==> config.mk <==
export PLATFORM = sky130hd
export DESIGN_NAME = krt_alu
export DESIGN_NICKNAME = d
export VERILOG_FILES = /design/src/krt_pkg.sv /design/src/krt_alu.sv
export SDC_FILE = /design/constraint.sdc
export NUM_CORES = 1
export LEC_CHECK = 0
export ABC_CLOCK_PERIOD_IN_PS = 7650
export BUFFER_PORTS_ARGS = -buffer_cell sky130_fd_sc_hd__buf_2
export CAP_MARGIN = 30
export CORE_ASPECT_RATIO = 0.6
export CORE_UTILIZATION = 35
export DETAILED_ROUTE_END_ITERATION = 10
export PLACE_DENSITY_LB_ADDON = 0.05
export SLEW_MARGIN = 40
export SYNTH_ARGS = -nofsm -noshare
export SYNTH_HDL_FRONTEND = slang
export SYNTH_SLANG_ARGS = --single-unit
==> constraint.sdc <==
create_clock -name vclk -period 7.65
set_input_delay 1.53 -clock vclk [all_inputs]
set_output_delay 1.53 -clock vclk [all_outputs]
set_load 0.01 [all_outputs]
==> src/krt_pkg.sv <==
`timescale 1ns / 1ps
`default_nettype none
package krt_pkg;

  localparam int TABLE_DEPTH_DEF = 128;
  localparam int ENTRY_IDX_W     = 7;

  typedef logic signed [31:0] word_t;
  typedef logic [1:0]         kind_t;
  typedef logic [1:0]         status_t;

  localparam kind_t KIND_INSERT = 2'd0;
  localparam kind_t KIND_LOOKUP = 2'd1;
  localparam kind_t KIND_ADJUST = 2'd2;
  localparam kind_t KIND_SET    = 2'd3;

  localparam status_t ST_OK        = 2'd0;
  localparam status_t ST_NOT_FOUND = 2'd1;
  localparam status_t ST_EXISTS    = 2'd2;
  localparam status_t ST_FULL      = 2'd3;

  typedef enum logic {
    ALU_EQ  = 1'b0,
    ALU_ADD = 1'b1
  } alu_op_t;

  // one stored record as read back from the table
  typedef struct packed {
    word_t key;
    word_t price;
    word_t qty;
  } rec_t;

  // write strobes and data towards the table
  typedef struct packed {
    logic  key_we;
    logic  price_we;
    logic  qty_we;
    word_t key;
    word_t price;
    word_t qty;
  } wr_t;

endpackage
`default_nettype wire

==> src/krt_alu.sv <==
`timescale 1ns / 1ps
`default_nettype none
module krt_alu (
  input  krt_pkg::alu_op_t op,
  input  krt_pkg::word_t   a,
  input  krt_pkg::word_t   b,
  output logic             eq,
  output krt_pkg::word_t   result
);
  import krt_pkg::*;

  word_t sum;
  logic  ovf;

  assign sum = a + b;
  // operands share a sign and the sum flips it
  assign ovf = (a[31] == b[31]) && (sum[31] != a[31]);
  assign eq  = (a == b);

  always_comb begin
    unique case (op)
      ALU_ADD: begin
        if (ovf) result = a[31] ? 32'sh8000_0000 : 32'sh7FFF_FFFF;
        else     result = sum;
      end
      default: result = a ^ b;
    endcase
  end

endmodule
`default_nettype wire

==> results of run 1 <==
## cells in the mapped netlist (all sizes together), types with 3 or more instances
master  instances
a211oi          6
a21boi          3
a21o           22
a21oi          37
a221o          23
a31oi           3
and2            6
and3            8
buf            12
clkbuf         11
ha             31
inv            12
nand2          23
nand2b          4
nand3           5
nand4           4
nor2           26
nor2b          15
nor3            6
nor4            7
o211ai          4
o21a            5
o21ai          44
o21bai          6
o22ai           3
o31ai           3
or3             4
## power by group through the flow
stage	logic (W)	registers, W	clock network [W]
4_1_cts	0.000275	0	0
2_1_floorplan	0.000191	0	0
5_1_grt	0.000306	0	0
6_report	0.000278	0	0
3_3_place_gp	0.000273	0	0
3_5_place_dp	0.000274	0	0
## through the flow
step | utilization (%) | hold WS, ps | std cells | instance area (um^2)
finish | 43.5 | 3500 | 519 | 2930
global route | 43.5 | 3530 | 519 | 2930
CTS | 43.5 | 3500 | 519 | 2930
detailed placement | 43.5 | 3500 | 519 | 2930
global placement | 43.5 | 3480 | 519 | 2930
floorplan | - | 3210 | 356 | 2460
## tightest hold or removal path, cell delays in order
cell and delay, ps:
buf_2 140, o21ai_0 90, a21oi_1 80, buf_2 130
## logic make-up after synthesis
| family | Yosys count |
|---|---|
| adder cells (fa/ha/maj) | 32 |
| AND/OR/NAND/NOR | 115 |
| multiplexers | 2 |
| buffers and inverters | 35 |
| AO/OA/AOI/OAI | 172 |
## routing by layer
metal	part of all wire, %	vias to the layer above
met5	0	-
met2	38	151
met3	9.2	4
met4	0.36	0
li1	-	1542
met1	53	1396
## path summary, 6_finish.rpt
kind	from	end	slack [ps]	cells after the start
setup / recovery	a[0]	result[30]	1570	13
hold / removal	a[31]	result[31]	3500	4
## final cells by class
type | instances | area share, %
timing repair buffer | 99 | 17.0
inverter | 12 | 1.54
tap | 87 | 3.72
multi-input combinational | 321 | 77.7
==> impl_metrics.ini, run 1 <==
[sta]
min_period_over_period_pct = 79.4
finalHoldViolations = 0
slew_violations = 0
fmax_mhz = 165
period_needed_ps = 6080
final.setup.worst_slack_ps = 1570
slew_headroom_pct = 62.0
rsz0062_at_grt = false
finalSetupTns_ps = 0
worst_pin_slew_ps = 569
setup_viol_count_final = 0

[routing]
drtPass1Iterations = 4
drc_errors = 0
drt_iter0_drc = 315
vias_per_cell = 5.96
wl_per_cell_um = 17.1
wl_mm = 8.85
ant_nets = 0
vias = 3093

[global_routing]
overflow = 0
grt_use_met2_pct = 32.6
met3_usage_pct = 1.96
antenna_found_initial = 0
grt_max_degree = 30
busiest_layer = met1
grt_pass1_vias = 2720
grt_use_met1_pct = 38.8
grtUsageTotal_pct = 23.6
grt_pass1_wl_mm = 13.8

[final_layout]
nClkBuffers = 0
multi_input_area_um2 = 2280
diodes = 0
drive_gt1_share_pct = 26.6
flops_and_latches = 0
layout_commonest_cell = buf_2
synthToLayoutAreaGrowth_pct = 19.2
fill_cells = 742
seq_area_um2 = 0
finalNetCount = 531
layout_common_cells = 98 x buf_2, 33 x a21oi_1, 31 x ha_1, 26 x o21ai_1, 25 x nor2_1

[synth]
ys_warn_count = 0
synth.area.top_cells = ha_1 16%, a221o_1 9.4%, a21o_1 6.7%
netlist_area_um2 = 2460
synth.top_cell.area_share_pct = 15.8
yosys.area_share.xor_xnor_pct = 0
synth_top_cell_by_area = ha_1
synth_top_family_by_area = compound AO/OA/AOI/OAI gates
syn_inst = 356
yosysUniqueCellTypes = 54
synth_nets = 453
synth-adder-area-share_pct = 16.6
ys_seq_area_share_pct = 0
synth-simple-area-share_pct = 24.9
syn-mean-instance-area_um2 = 6.90
synth.area.mux_share_pct = 0.866
synth_compound_area_share_pct = 50.3

[worst_setup_path]
worstSetupEndpointType = primary output
crit_type = input port to primary output
crit_required_ps = 6120
crit_path_max_fanout = 4
cp-start-kind = input port
crit_chain = buf_2 > ha_1 > inv_1 > fa_1 > and3b_1 > o211ai_1 > a2111oi_0 > nor2_1 > o21ai_1 > a221oi_1 > or4_1 > o211ai_1 > buf_2
critPathBufInv = 3
cpMaxStageDelayCell = a2111oi_0
path_delay_family = compound AO/OA/AOI/OAI gates
max_stage_delay_ps = 450
cp.arrival_ps = 4550

[pwr]
netSwitchingPower_w = 0.000160
clock_power_share_pct = 0
power_density_nw_per_um2 = 94.9
sequentialPowerShare_pct = 0
p_comb_share_pct = 100.0
total_power_w = 0.000278
internal-power_w = 0.000118
switching_share_pct = 57.6
p_leak_nw = 1.44
vdd_drop_max_mv = 0.0410

[placed_design]
numPortBuffers = 98
gp_congestion = 0.920
dp_hpwl_mm = 6.91
pre_cts_slack_ps = 1640

[clock_network]
ctsHoldBuffers = 0
cts_resized = 0
cts_setup_buffers = 0

[flow_run]
maxCapViolCount = 0

[hold_path]
hp-class = input port to primary output

[die]
die_area_um2 = 7370
initial_utilization_pct = 36.5
dieWidth_um = 110
core_area_um2 = 6730
fp.dieH_um = 66.9
rows = 23
ios = 98

[run_status]
status = finished, final reports clean
(Power assumes the default switching activity.)
==> inputs of run 2 (changes only) <==
- ABC_CLOCK_PERIOD_IN_PS: 7650 -> 6200
- clock period: 7.65 -> 6.2 ns (I/O delays scaled with it)
==> impl_metrics.ini, run 2 (same netlist as run 1, synthesis figures left out) <==
[pwr]
sequentialPowerShare_pct = 0
vdd_drop_max_mv = 0.0445
clock_power_share_pct = 0
netSwitchingPower_w = 0.000201
p_comb_share_pct = 100.0
switching_share_pct = 58.0
internal-power_w = 0.000145
power_density_nw_per_um2 = 118
p_leak_nw = 1.44

[routing]
drt_iter0_drc = 195
drc_errors = 0
drtPass1Iterations = 5
wl_mm = 8.90
wl_per_cell_um = 17.1
ant_nets = 0
vias_per_cell = 5.98
vias = 3103

[final_layout]
post-route-cell-area_um2 = 2930
fin_util_pct = 43.5
layout_common_cells = 98 x buf_2, 33 x a21oi_1, 31 x ha_1, 26 x o21ai_1, 25 x nor2_1
flops_and_latches = 0
fill_cells = 761
synthToLayoutAreaGrowth_pct = 19.2
layout_commonest_cell = buf_2
fin_cells = 519
seq_area_um2 = 0
finalNetCount = 531
nClkBuffers = 0
drive_gt1_share_pct = 26.6
diodes = 0

[sta]
min_period_over_period_pct = 87.6
period_needed_ps = 5430
fmax_mhz = 184
finalHoldViolations = 0
slew_headroom_pct = 45.1
slew_violations = 0
finalSetupTns_ps = 0
whs_ps = 2910
worst_pin_slew_ps = 823
setup_viol_count_final = 0
rsz0062_at_grt = false

[die]
fp.dieH_um = 66.9
core_area_um2 = 6730
die_area_um2 = 7370
initial_utilization_pct = 36.5
dieWidth_um = 110
ios = 98
rows = 23

[global_routing]
overflow = 0
grt_pass1_vias = 2582
grt_pass1_wl_mm = 13.6
antenna_found_initial = 0
grt_max_degree = 30
grtUsageTotal_pct = 23.0

[worst_setup_path]
crit_required_ps = 4960
crit_path_max_fanout = 4
cp.arrival_ps = 4190
cp-start-kind = input port
crit_type = input port to primary output
worstSetupEndpointType = primary output

[placed_design]
numPortBuffers = 98
dp.cells = 519
dp_hpwl_mm = 6.99
placed_area_um2 = 2930
gp_congestion = 0.849

[clock_network]
cts_setup_buffers = 0
cts_resized = 0
ctsHoldBuffers = 0

[hold_path]
hold-path-endpoint = result[31]
hold_depth = 4
hp-class = input port to primary output
hold_path_startpoint = a[31]

[flow_run]
maxCapViolCount = 0

[run_status]
status = finished, final reports clean
-- run 2: cell counts in the layout (fill, tap and decap cells not counted) --
Identical to the previous run, type by type.
-- run 2: critical path: stages --
cell and delay (ps):
buf_2 80, ha_1 190, inv_1 70, fa_1 410, and3b_1 250, o211ai_1 140
a2111oi_0 430, nor2_1 180, o21ai_1 360, a221oi_1 150, or4_1 430, o211ai_1 100
buf_2 150
-- run 2: worst max path at each step --
stage	start	end
after global placement	a[0]	result[30]
after floorplan	a[0]	result[26]
after global routing	a[0]	result[30]
after detailed placement	a[0]	result[30]
after CTS	a[0]	result[30]
final	a[0]	result[30]
-- run 2: through the flow --
| stage | power [W] | setup WS (ps) |
|---|---|---|
| 2_1_floorplan | 0.000236 | 1370 |
| 3_3_place_gp | 0.000338 | 935 |
| 3_5_place_dp | 0.000340 | 819 |
| 4_1_cts | 0.000342 | 797 |
| 5_1_grt | 0.000378 | 495 |
| 6_report | 0.000346 | 766 |
-- run 2: layout make-up --
class / count / area (um^2) / area share [%]
multi-input cells: 321 / 2280 / 77.7
inverters: 12 / 45.0 / 1.54
repair buffers: 99 / 498 / 17.0
well taps: 87 / 109 / 3.72
-- run 2: power by group through the flow --
stage	logic (W)	clock network, W	registers (W)
floorplan	0.000236	0	0
global placement	0.000338	0	0
detailed placement	0.000340	0	0
CTS	0.000342	0	0
global route	0.000378	0	0
finish	0.000346	0	0
-- run 2: per-layer routing --
metal  track usage, %  wire (um)  vias up
met1             39.4       4880     1413
li1                 -          -     1549
met2             30.8       3320      139
met3             1.76        686        2
met4            0.164         10        0
met5                0          0        -
